==> src/rtl/core/key_partition_owner_lookup_core_assert.svh <==
// Assertion macros shared by the partition owner lookup RTL.
// Each macro clocks on the rising edge and is disabled while reset is high.
`ifndef KEY_PARTITION_OWNER_LOOKUP_CORE_ASSERT_SVH
`define KEY_PARTITION_OWNER_LOOKUP_CORE_ASSERT_SVH

// Consequent must hold in the same cycle as the antecedent.
`define KPOL_ASSERT_NOW(label, clk, rst, ante, cons, msg) \
  label: assert property (@(posedge clk) disable iff (rst) (ante) |-> (cons)) \
    else $error(msg);

// Consequent must hold in the cycle after the antecedent.
`define KPOL_ASSERT_NEXT(label, clk, rst, ante, cons, msg) \
  label: assert property (@(posedge clk) disable iff (rst) (ante) |=> (cons)) \
    else $error(msg);

`endif

==> src/rtl/core/kpol_pkg.sv <==
// Shared types and constants of the partition owner lookup core.
// No dependencies; all files of the block but kpol_ram and the assertion header use it.
package kpol_pkg;

  localparam int MAX_PARTS_DEF = 1024;
  localparam int PART_W        = 10;
  localparam int CNT_W         = 11;
  localparam int OWNER_W       = 64;
  localparam int HASH_W        = 32;
  localparam int FOLD_SHIFT    = 16;
  localparam int MAX_TABLE     = 1 << PART_W;
  localparam int ROW_BITS      = 32;
  localparam int ROW_SH        = 5;

  typedef enum logic [1:0] {
    CMD_ASSIGN = 2'd0,
    CMD_CLEAR  = 2'd1,
    CMD_KEY    = 2'd2,
    CMD_PART   = 2'd3
  } cmd_code_t;

  typedef enum logic [3:0] {
    ST_INIT,
    ST_IDLE,
    ST_DECODE,
    ST_CLR,
    ST_A_RD,
    ST_A_WR,
    ST_DIV,
    ST_RD,
    ST_RDW,
    ST_DONE
  } state_t;

  typedef enum logic [1:0] {
    IDX_PART,
    IDX_FOLD,
    IDX_DIV
  } idx_sel_t;

  typedef enum logic [2:0] {
    RES_ASSIGN,
    RES_CLEAR,
    RES_READ,
    RES_ERR_PART,
    RES_ERR_KEY
  } res_sel_t;

  typedef struct packed {
    logic     load_in;
    logic     clr_table;
    logic     sweep_step;
    logic     div_start;
    logic     idx_load;
    idx_sel_t idx_sel;
    logic     rd_en;
    logic     asg_wr;
    logic     res_load;
    res_sel_t res_sel;
    logic     out_load;
  } dp_ctl_t;

  typedef struct packed {
    cmd_code_t cmd;
    logic      over_cap;
    logic      part_oor;
    logic      count_zero;
    logic      count_pow2;
    logic      div_done;
    logic      sweep_last;
  } dp_stat_t;

endpackage

==> src/rtl/core/kpol_ctrl.sv <==
// Controller state machine of the partition owner lookup core.
// Sequences the datapath through commands and owns the response valid flag.
// Depends on kpol_pkg.
module kpol_ctrl (
  input  logic                clk,
  input  logic                rst,
  input  logic                req_valid,
  output logic                req_ready,
  input  logic                rsp_ready,
  output logic                rsp_valid,
  input  kpol_pkg::dp_stat_t  stat,
  output kpol_pkg::dp_ctl_t   ctl
);
  import kpol_pkg::*;

  state_t state;
  state_t state_next;
  logic   out_valid;
  logic   out_valid_next;
  logic   slot_free;

  assign slot_free = !out_valid || rsp_ready;
  assign rsp_valid = out_valid;

  always_ff @(posedge clk) begin
    if (rst) begin
      state     <= ST_INIT;
      out_valid <= 1'b0;
    end else begin
      state     <= state_next;
      out_valid <= out_valid_next;
    end
  end

  always_comb begin
    state_next = state;
    unique case (state)
      ST_INIT:   if (stat.sweep_last) state_next = ST_IDLE;
      ST_IDLE:   if (req_valid) state_next = ST_DECODE;
      ST_DECODE: begin
        unique case (stat.cmd)
          CMD_ASSIGN: state_next = stat.over_cap ? ST_DONE : ST_A_RD;
          CMD_CLEAR:  state_next = ST_CLR;
          CMD_KEY: begin
            if (stat.count_zero) begin
              state_next = ST_DONE;
            end else if (stat.count_pow2) begin
              state_next = ST_RD;
            end else begin
              state_next = ST_DIV;
            end
          end
          default:    state_next = stat.part_oor ? ST_DONE : ST_RD;
        endcase
      end
      ST_CLR:    if (stat.sweep_last) state_next = ST_DONE;
      ST_A_RD:   state_next = ST_A_WR;
      ST_A_WR:   state_next = ST_DONE;
      ST_DIV:    if (stat.div_done) state_next = ST_RD;
      ST_RD:     state_next = ST_RDW;
      ST_RDW:    state_next = ST_DONE;
      ST_DONE:   if (slot_free) state_next = ST_IDLE;
      default:   state_next = ST_INIT;
    endcase
  end

  always_comb begin
    ctl       = '0;
    req_ready = 1'b0;
    unique case (state)
      ST_INIT: ctl.sweep_step = 1'b1;
      ST_IDLE: begin
        req_ready   = 1'b1;
        ctl.load_in = req_valid;
      end
      ST_DECODE: begin
        unique case (stat.cmd)
          CMD_ASSIGN: begin
            ctl.idx_load = 1'b1;
            ctl.idx_sel  = IDX_PART;
            ctl.res_load = stat.over_cap;
            ctl.res_sel  = RES_ERR_PART;
          end
          CMD_CLEAR: ctl.clr_table = 1'b1;
          CMD_KEY: begin
            if (stat.count_zero) begin
              ctl.res_load = 1'b1;
              ctl.res_sel  = RES_ERR_KEY;
            end else if (stat.count_pow2) begin
              ctl.idx_load = 1'b1;
              ctl.idx_sel  = IDX_FOLD;
            end else begin
              ctl.div_start = 1'b1;
            end
          end
          default: begin
            ctl.idx_load = 1'b1;
            ctl.idx_sel  = IDX_PART;
            ctl.res_load = stat.part_oor;
            ctl.res_sel  = RES_ERR_PART;
          end
        endcase
      end
      ST_CLR: begin
        ctl.sweep_step = 1'b1;
        ctl.res_load   = stat.sweep_last;
        ctl.res_sel    = RES_CLEAR;
      end
      ST_A_RD: ctl.rd_en = 1'b1;
      ST_A_WR: begin
        ctl.asg_wr   = 1'b1;
        ctl.res_load = 1'b1;
        ctl.res_sel  = RES_ASSIGN;
      end
      ST_DIV: begin
        ctl.idx_load = stat.div_done;
        ctl.idx_sel  = IDX_DIV;
      end
      ST_RD: ctl.rd_en = 1'b1;
      ST_RDW: begin
        ctl.res_load = 1'b1;
        ctl.res_sel  = RES_READ;
      end
      ST_DONE: ctl.out_load = slot_free;
      default: ctl = '0;
    endcase
  end

  // Hold the response until taken; a new load replaces a beat leaving this cycle
  always_comb begin
    if (ctl.out_load) begin
      out_valid_next = 1'b1;
    end else if (rsp_ready) begin
      out_valid_next = 1'b0;
    end else begin
      out_valid_next = out_valid;
    end
  end

endmodule

==> config.mk <==
export PLATFORM = sky130hd
export DESIGN_NAME = kpol_ctrl
export DESIGN_NICKNAME = d
export VERILOG_FILES = /design/src/rtl/core/key_partition_owner_lookup_core_assert.svh /design/src/rtl/core/kpol_pkg.sv /design/src/rtl/core/kpol_ctrl.sv
export SDC_FILE = /design/constraint.sdc
export NUM_CORES = 1
export LEC_CHECK = 0
export BUFFER_PORTS_ARGS = -buffer_cell sky130_fd_sc_hd__buf_2
export CAP_MARGIN = 0
export CORE_ASPECT_RATIO = 1.1
export CORE_MARGIN = 2
export CORE_UTILIZATION = 47
export CTS_CLUSTER_SIZE = 10
export DETAILED_ROUTE_END_ITERATION = 8
export GPL_ROUTABILITY_DRIVEN = 0
export PLACE_DENSITY = 0.73
export REMOVE_ABC_BUFFERS = 1
export SYNTH_ARGS = -nofsm -noshare
export SYNTH_HDL_FRONTEND = slang
export SYNTH_SLANG_ARGS = --single-unit
==> constraint.sdc <==
create_clock -name clk -period 1.89 [get_ports clk]
set_clock_uncertainty 0.1 [all_clocks]
set_input_delay 0.2835 -clock clk [delete_from_list [all_inputs] [get_ports clk]]
set_output_delay 0.2835 -clock clk [all_outputs]
set_load 0.05 [all_outputs]
Yosys cells after proc, flatten, opt, wreduce, memory -nomap -nowiden --
Index checks and enable logic that the tools add are counted.
Word-level totals: RAM bits 0, latch bits 0, input bits 12, output and inout bits 16, bits in registers 5, bits in read-only memories 0, memories kept 0, logic and storage cells 58
Operators by class: equal/unequal tests 16, $add $sub $neg 0, shift-type cells 0, $mul 0, bitwise gates (word level) 0, muxes and demuxes 31, div/mod/pow operators 0, reductions and logical operators 9, $lt $le $gt $ge 0
Operator list (number):
- two-way mux 4 bit | 10
- one-hot mux 4 bit (9 select lines) | 1
- one-hot mux 4 bit (3 select lines) | 2
- == test 4 x 3 -> 1 bit, second input constant | 4
- one-hot mux 4 bit (4 select lines) | 1
- two-way mux 1 bit | 14
- one-hot mux 3 bit (2 select lines) | 2
- inequality test 2 bit, second input constant | 5
- == test 4 x 2 -> 1 bit, second input constant | 2
- == test 4 bit, second input constant | 2
- OR reduction 2 bit | 3
- AND reduction 5 bit | 1
- == test 4 x 1 -> 1 bit, second input constant | 1
- logical NOT 4 bit | 1
- two-way mux 3 bit | 1
- == test 2 x 1 -> 1 bit, second input constant | 1
- == test 2 bit, second input constant | 1
- logical NOT 2 bit | 1
- nonzero test 2 bit | 1
- logical NOT 1 bit | 1
- logical OR 1 bit | 1

Longest topological paths before layout --
Gate-level depths: netlist (run 1).
depth in word-level cells 4, depth in mapped cells 6, gate-level depth less buffers 6

Worst setup path after synthesis (run 1) --
No wires, ideal clock.
path kind flip-flop to output port, start point register state[0], end point output ctl[4] in the netlist's numbering, path buffers 2, stages on the path, launching flop included 6, data required time 1507 ps, data arrival time 2274 ps, path slack -768 ps, path through dfxtp_1 > buf_4 > buf_2 > nand2_1 > nor3_1 > a211o_1
RTL lines:
- start, declared | RTL line kpol_ctrl.sv:16 | state_t state;
- start signal, assigned | RTL line kpol_ctrl.sv:30 | state <= state_next;
- end, declared | RTL line kpol_ctrl.sv:12 | output kpol_pkg::dp_ctl_t ctl

==> impl_metrics.csv, run 1 <==
group,metric,value,unit
route,postRouteAntennaNets,0,
global_route,grt_max_degree,13,
die,die_x,41.5,µm
layout,final_common_cell,"buf_4",
die,row_count,14,
yosys,synthCells,90,
worst_setup_path,reg2reg_slack,310,ps
place,place_inst,138,
route,drc,0,
worst_setup_path,cp_cell_sequence,"buf_4, inv_2, ha_2, a221o_1, o21ai_2, o21ai_1, a211o_1, buf_6",
clocking,cts.clk_slew.worst_paths,40,ps
layout,stdcell_area,0.00108,mm²
worst_setup_path,crit_buf_inv,3,
sta,slew_violations,0,
sta,worstMarginPinSlew,404,ps
worst_setup_path,crit_fanout,3,
yosys,synth_top_area_frac,0.138,
sta,final.min_clock_period,1880,ps
clocking,clockBufferDepth,2,
route,initialDrtViolationCount,11,
route,wirelength,1.93,mm
yosys,ys_seq_area_frac,0.138,
route,num_vias,823,
layout,diodes,0,
yosys,ys_async_sr_fraction,0,
yosys,ys.flop_type,"dfxtp_1",
die,fp.dieArea,0.00188,mm²
route,wl_per_cell,13.2,µm
clocking,clkLatencyLatePin,250,ps
run_status,status,"completed",
global_route,antenna_found_initial,0,
layout,area.growth.synth_to_final,48.4,%
worst_setup_path,arrival,1500,ps
global_route,grt-ovfl-total,0,
die,initial_core_util,0.519,
pwr,p_per_area,1020,mW/mm²
yosys,synth_seq_cells,5,
sta,fmax,532,MHz
place,place_area,920,µm²
layout,drive_above_1_share,0.492,
clocking,numClockSinks,5,
sta,setup_ws,9.09,ps
min_path,hp-class,"input pin to flop",
layout,mostFrequentLayoutCells,"buf_4 (22), buf_2 (15), nand2_1 (6), nor2_1 (6), buf_6 (5)",
sta,post-route-period-util,0.995,
min_path,min_path_cells,2,
yosys,yosysWarningCount,0,
yosys,synthTopCellsByArea,"dfxtp_1 (14%), ha_1 (8.6%), nor3_1 (3.4%), o21ai_0 (3.4%), nor4b_4 (3.3%)",
sta,grt_setup_unrepaired,"yes",
worst_setup_path,cp.required,1510,ps
worst_setup_path,slowest_stage,"a221o_1",
place,portBuffers,27,
worst_setup_path,r2r_cells,6,
place,dp_slack,-171,ps
yosys,yosysUniqueCellTypes,44,
die,fp.coreArea,0.00140,mm²
global_route,grt_pass1_vias,773,
layout,nets,148,
route,via_per_inst,5.64,
die,ioPinCount,28,
yosys,syn_area_per_cell,8.08,µm²
die,die_h,45.2,µm
clocking,cts_tree,"done",
worst_setup_path,startpoint_type,"input pin",
clocking,h-tree-depth,1,
sta,max_slew_margin,0.730,
clocking,cts_made_buffers,3,
global_route,grt_pass1_wl,3.23,mm
clocking,cts_hold_buf,0,
worst_setup_path,reg2reg_to,"state[1]",
min_path,holdPathEnd,"state[1]",
worst_setup_path,regToRegStartpoint,"state[0]",
worst_setup_path,path_class,"input pin to primary output",
clocking,root_buffer,"clkbuf_4",
min_path,worstHoldStart,"rst",
pwr,p_leak,0.489,nW
sta,whs,165,ps
sta,setup_viol,0,
route,dr.pass1.iters,4,
yosys,yosys.area.top_type,"dfxtp_1",
sta,final-hold-violation-count,0,
yosys,synth-edff-count,0,
layout,instances_no_fill,146,
worst_setup_path,crit_family,"compound AO/OA/AOI/OAI gates",
worst_setup_path,cp-end-kind,"primary output",
worst_setup_path,cpPeakStageDelay,320,ps
yosys,synth_area,727,µm²
place,hpwl,1.42,mm
flow_run,cap_violations,0,
pwr,ir_worst_vdd,0.000531,V
layout,utilization,0.770,
global_route,grt_use_total,0.223,
==> how the worst max path moves through the flow <==
stage | cells past startpoint | startpoint | endpoint
after global placement | 8 | stat[6] | ctl[4]
after detailed placement | 8 | stat[6] | ctl[4]
after global routing | 4 | state[3] | ctl[13]
after floorplan | 3 | state[2] | ctl[4]
final | 8 | stat[6] | ctl[4]
after CTS | 8 | stat[7] | ctl[4]
==> routing by layer <==
| metal | vias up | wire [µm] | track usage |
|---|---|---|---|
| met4 | 0 | 17 | 0.0774 |
| met2 | 27 | 1040 | 0.441 |
| li1 | 414 | - | - |
| met1 | 379 | 792 | 0.231 |
| met5 | - | 0 | 0 |
| met3 | 3 | 86 | 0.0520 |
==> kinds of logic after synthesis <==
group                      count (synthesis)  share of synthesized area
muxes                                      2                     0.0275
xor gates and xnor gates                   1                     0.0121
buffers and inverters                     11                     0.0929
and+or+nand+nor                           40                      0.379
DFF                                        5                      0.138
AOI/OAI and AO/OA                         26                      0.265
adders and majority gates                  5                     0.0861
==> where the power goes <==
| group | internal [mW] | leakage (nW) | total [mW] | switching [mW] |
|---|---|---|---|---|
| combinational | 0.323 | 0.431 | 0.785 | 0.462 |
| sequential | 0.135 | 0.0430 | 0.187 | 0.0514 |
| clock | 0.0801 | 0.0150 | 0.128 | 0.0481 |
==> through the flow <==
| step | TNS, ps | total power, mW |
|---|---|---|
| 6_report | 0 | 1.10 |
| 5_1_grt | -136 | 1.18 |
| 4_1_cts | -47.1 | 1.01 |
| 3_5_place_dp | -171 | 0.842 |
| 3_3_place_gp | -138 | 0.835 |
| 2_1_floorplan | -4910 | 0.660 |
==> final cells by class <==
class	count	area [µm²]
multi-input combinational	74	603
fill	111	323
timing repair buffer	43	304
sequential	5	110
clock buffer	4	26.3
tap	16	20.0
inverter	4	15.0
==> sequential cells by signal, summed over array words and instances (netlist names) <==
signal     flops
rsp_valid      1
state          4
==> synthesized netlist by cell type, types with 2 or more instances <==
master	instances
nand2_1	6
nor2_1	6
dfxtp_1	5
ha_1	5
nor3_1	5
o21ai_0	5
inv_1	4
a21oi_1	3
buf_2	3
nor2b_1	3
a211oi_1	2
and2_1	2
and4_1	2
buf_4	2
buf_6	2
mux2i_1	2
nand2b_1	2
nand3b_1	2
nor3b_1	2
o21a_1	2
o21ai_1	2
==> repair_timing <==
item,in CTS,in global routing
gates cloned,0,0
resized for setup,19,16
endpoints found under the setup margin,12,12
buffers inserted,1,3
pin swaps,3,4
Power figures use the tool's default switching activity.
==> run 2, diff against run 1 <==
Settings changed: CORE_UTILIZATION 47 to 40, PLACE_DENSITY 0.73 to 0.63.
Clock period 1.89 ns to 2.1 ns, I/O delays scaled along.
==> run 2 against run 1 <==
  * Sequential power decreased by 3%
  * Non-clock buffer count down 2
  * Worst hold slack better by 43 ps
  * Clock power fell by 13%
  * Final area down 7.9%
  * Die area is 16% higher
  * Power fell by 19%
  * Routed wire length decreased by 4.7%
  * Clock-buffer cell count did not move
  * Utilization fell by 20 points
  * First-iteration DRC count rose by 27%
  * Via count is 3.0% lower
  * Largest cell class unchanged
  * Highest routed layer unchanged
==> impl_metrics.csv, run 2 (synthesis gave the netlist of run 1 again) <==
group,metric,value,unit
run_status,status,"completed",
global_route,gr-usage-met2,0.309,
flow_run,cap_violations,0,
layout,utilization,0.570,
die,die_h,48.7,µm
global_route,grt-ovfl-total,0,
worst_setup_path,path_class,"flop to primary output",
clocking,cts_made_buffers,3,
worst_setup_path,cp_cell_sequence,"buf_4, nor4b_2, and2_1, buf_2",
route,dr.pass1.iters,2,
layout,final_common_cell,"buf_2",
route,wirelength,1.84,mm
place,place_area,915,µm²
die,fp.dieArea,0.00217,mm²
global_route,antenna_found_initial,0,
sta,slew_violations,0,
die,fp.coreArea,0.00174,mm²
die,row_count,16,
layout,diodes,0,
global_route,grt_pass1_vias,731,
min_path,min_path_cells,2,
worst_setup_path,arrival,1630,ps
place,hpwl,1.45,mm
global_route,use_met3,0.0336,
layout,drive_above_1_share,0.453,
clocking,cts.clk_slew.worst_paths,40,ps
sta,final-hold-violation-count,0,
global_route,grt_use_total,0.176,
layout,instances_no_fill,146,
route,postRouteAntennaNets,0,
clocking,clockBufferDepth,2,
layout,area.growth.synth_to_final,36.7,%
layout,mostFrequentLayoutCells,"buf_2 (21), buf_4 (16), nand2_1 (6), nor2_1 (6), clkbuf_4 (6)",
sta,grt_setup_unrepaired,"no",
pwr,p_leak,0.462,nW
pwr,p_per_area,902,mW/mm²
worst_setup_path,cp.required,1680,ps
worst_setup_path,cp-end-kind,"primary output",
clocking,h-tree-depth,1,
die,die_x,44.6,µm
die,initial_core_util,0.417,
global_route,busiest_layer,"met2",
place,portBuffers,27,
worst_setup_path,crit_fanout,14,
clocking,cts_tree,"done",
layout,stdcell_area,993,µm²
sta,post-route-period-util,0.972,
clocking,clkLatencyLatePin,240,ps
worst_setup_path,cpPeakStageDelay,410,ps
clocking,root_buffer,"clkbuf_4",
sta,whs,208,ps
worst_setup_path,slowest_stage,"dfxtp_1",
pwr,ir_worst_vdd,0.000496,V
sta,worstMarginPinSlew,376,ps
sta,tns,0,ps
route,via_per_inst,5.47,
sta,setup_viol,0,
global_route,met1_usage,0.211,
route,drc,0,
worst_setup_path,r2r_cells,5,
clocking,cts_hold_buf,0,
sta,max_slew_margin,0.748,
sta,setup_ws,58.4,ps
layout,nets,146,
route,initialDrtViolationCount,14,
layout,largest_reg_flops,4,
min_path,hp-class,"input pin to flop",
worst_setup_path,startpoint_type,"flop",
die,ioPinCount,28,
route,wl_per_cell,12.6,µm
global_route,grt_max_degree,16,
sta,fmax,490,MHz
route,num_vias,798,
sta,final.min_clock_period,2040,ps
pwr,finalPower,896,µW
clocking,numClockSinks,5,
layout,top_register,"state",
place,place_inst,139,
global_route,grt_pass1_wl,2.99,mm
place,dp_slack,-72.2,ps
run 2: cell types whose count changed in the layout (fill, tap and decap cells not counted), moves of 2 or more:
cell,before,now
dfxtp_4,2,0
buf_4,22,16
buf_6,5,1
buf_2,15,21
dfxtp_1,1,3
clkbuf_4,4,6
run 2: critical path: cells and delay by family, from the launching register on:
kind	cells	cell delay, ps
buf+inv	2	490
flops	1	410
simple gates	2	490
run 2: layer usage:
metal  vias up  routed length [µm]
met5         -                   0
met4         0                  14
met3         2                  47
met2        13                 925
met1       375                 856
li1        408                   -
run 2: final cells by class:
| class | instances | area (µm²) |
|---|---|---|
| repair buffers | 41 | 259 |
| inverters | 4 | 15.0 |
| fillers | 170 | 748 |
| well taps | 18 | 22.5 |
| clock buffers | 4 | 26.3 |
| multi-input cells | 74 | 568 |
| flip-flops and latches | 5 | 103 |
run 2: final timing paths:
check,slack [ps],from,to
worst min-delay path,210,rst,state[1]
worst min register to register,510,rsp_valid,rsp_valid
worst max-delay path,60,state[2],ctl[13]
worst max register to register,500,state[2],state[3]
run 2: report_power, final:
group          internal [mW]  switching [mW]  leakage, nW
combinational          0.233           0.371        0.405
sequential             0.116          0.0645       0.0414
clock                 0.0718          0.0390       0.0150
run 2: timing repair:
item | in CTS | in global routing
setup buffers | 0 | 3
resized for setup | 4 | 11
setup endpoints to repair | 2 | 9
hold endpoints to repair | 0 | 0
pin swaps | 0 | 4
==> run 3, diff against run 2 <==
==> constraint.sdc (replaced) <==
create_clock -name clk -period 2.3 [get_ports clk]
set_clock_uncertainty 0.1 [all_clocks]
set_input_delay 0.345 -clock clk [delete_from_list [all_inputs] [get_ports clk]]
set_output_delay 0.345 -clock clk [all_outputs]
set_load 0.01 [all_outputs]
==> run 3 against run 2 <==
  * First-iteration DRC count stayed put
  * Via count is 4.4% lower
  * Global-route usage is 0.47 points lower
  * Utilization is 6.7 points lower
  * Critical path type is now input pin to primary output
  * Critical endpoint is now ctl[4]
==> impl_metrics.csv, run 3 (synthesis gave the netlist of run 1 again) <==
group,metric,value,unit
sta,fmax,462,MHz
sta,max_slew_margin,0.506,
layout,top_register,"state",
route,top_layer_used,"met4",
die,die_x,44.6,µm
worst_setup_path,cpPeakStageDelay,380,ps
sta,grt_setup_unrepaired,"no",
route,drc,0,
layout,drive_above_1_share,0.345,
flow_run,cap_violations,0,
worst_setup_path,reg2reg_to,"state[3]",
sta,tns,0,ps
pwr,p_switching,271,µW
pwr,p_per_area,696,mW/mm²
global_route,grt_pass1_wl,2.92,mm
run_status,status,"completed",
clocking,h-tree-depth,1,
min_path,hp-class,"input pin to flop",
layout,utilization,0.504,
global_route,grt_pass1_vias,670,
pwr,p_leak,0.405,nW
clocking,clkLatencyLatePin,240,ps
min_path,min_path_cells,2,
pwr,p_int,339,µW
sta,post-route-period-util,0.941,
worst_setup_path,cp-end-kind,"primary output",
route,route.met3.wl,59,µm
route,met1_length,786,µm
die,initial_core_util,0.417,
route,num_vias,763,
clocking,cts_made_buffers,3,
pwr,ir_worst_vdd,0.000278,V
min_path,holdPathEnd,"state[1]",
clocking,cts_hold_buf,0,
place,hpwl,1.32,mm
worst_setup_path,reg2reg_slack,590,ps
worst_setup_path,cpMostUsedCell,"buf_2",
sta,worstMarginPinSlew,740,ps
layout,nets,134,
worst_setup_path,path_class,"input pin to primary output",
place,dp_slack,112,ps
route,wl_per_cell,12.6,µm
sta,setup_ws,136,ps
pwr,clockPowerShare,0.170,
layout,stdcell_area,877,µm²
worst_setup_path,slowest_stage,"a221o_1",
clocking,cts.clk_slew.worst_paths,40,ps
route,postRouteAntennaNets,0,
layout,largest_reg_flops,4,
place,portBuffers,27,
die,row_count,16,
route,initialDrtViolationCount,14,
die,ioPinCount,28,
route,via_per_inst,5.69,
layout,final_common_cell,"buf_2",
worst_setup_path,cp.required,1860,ps
die,fp.coreArea,0.00174,mm²
worst_setup_path,crit_fanout,5,
sta,slew_violations,0,
die,fp.dieArea,0.00217,mm²
clocking,root_buffer,"clkbuf_4",
worst_setup_path,cp_cell_sequence,"buf_2, inv_1, ha_1, a221o_1, o21ai_2, o21ai_0, a211o_1, buf_2",
route,dr.pass1.iters,4,
clocking,cts_tree,"done",
route,wirelength,1.69,mm
clocking,numClockSinks,5,
clocking,clockBufferDepth,2,
pwr,switching_share,0.444,
layout,mostFrequentLayoutCells,"buf_2 (27), nand2_1 (6), nor2_1 (6)",
layout,fill_cells,191,
pwr,p_seq_frac,0.287,
layout,area.growth.synth_to_final,20.7,%
die,die_h,48.7,µm
sta,final.min_clock_period,2160,ps
global_route,antenna_found_initial,0,
sta,final-hold-violation-count,0,
layout,diodes,0,
worst_setup_path,arrival,1720,ps
worst_setup_path,regToRegStartpoint,"state[0]",
sta,setup_viol,0,
place,place_area,847,µm²
global_route,grt_max_degree,23,
worst_setup_path,r2r_cells,4,
route,wl_met2,827,µm
global_route,grt-ovfl-total,0,
global_route,grt_use_total,0.172,
worst_setup_path,startpoint_type,"input pin",
pwr,power_frac_comb,0.544,
min_path,worstHoldStart,"rst",
## run 3: worst max path at each step
stage | startpoint | end | slack [ps] | cells after the start
global route | state[0] | ctl[9] | 30 | 5
global placement | stat[6] | ctl[4] | 150 | 8
detailed placement | stat[6] | ctl[4] | 110 | 8
floorplan | stat[6] | ctl[4] | 420 | 6
CTS | stat[6] | ctl[4] | 110 | 8
finish | stat[6] | ctl[4] | 140 | 8
## run 3: metrics by stage
| step | instances | hold WS, ps | power, mW |
|---|---|---|---|
| after floorplan | 83 | 307 | 0.400 |
| after CTS | 134 | 225 | 0.620 |
| final | 134 | 239 | 0.611 |
| after global routing | 134 | 245 | 0.668 |
| after detailed placement | 130 | 472 | 0.512 |
| after global placement | 130 | 462 | 0.510 |
## run 3: final cells by class
cell class,instances,area [µm²],area share
multi-input combinational,74,563,0.642
inverter,4,15.0,0.0171
timing repair buffer,29,150,0.171
clock buffer,4,26.3,0.0300
tap,18,22.5,0.0257
sequential,5,100,0.114
## run 3: power groups by stage
stage,Clock [mW],Sequential [mW],Combinational (mW)
after global placement,0,0.179,0.331
after global routing,0.114,0.185,0.368
after CTS,0.108,0.176,0.336
after detailed placement,0,0.177,0.335
after floorplan,0,0.168,0.233
final,0.104,0.175,0.332
## run 3: worst max-delay path, delay by kind of cell
| family | cells | cell delay [ps] |
|---|---|---|
| adders and majority gates | 1 | 240 |
| buffers and inverters | 3 | 310 |
| AOI/OAI and AO/OA | 4 | 840 |
## run 3: layer usage
layer / up-vias / track usage
met2: 15 / 0.268
li1: 390 / -
met4: 0 / 0.0758
met1: 356 / 0.233
met3: 2 / 0.0149
met5: - / 0
## run 3: what timing repair did
item,in CTS,in global routing
setup endpoints to repair,0,1
setup buffers,0,0
resized for setup,0,1
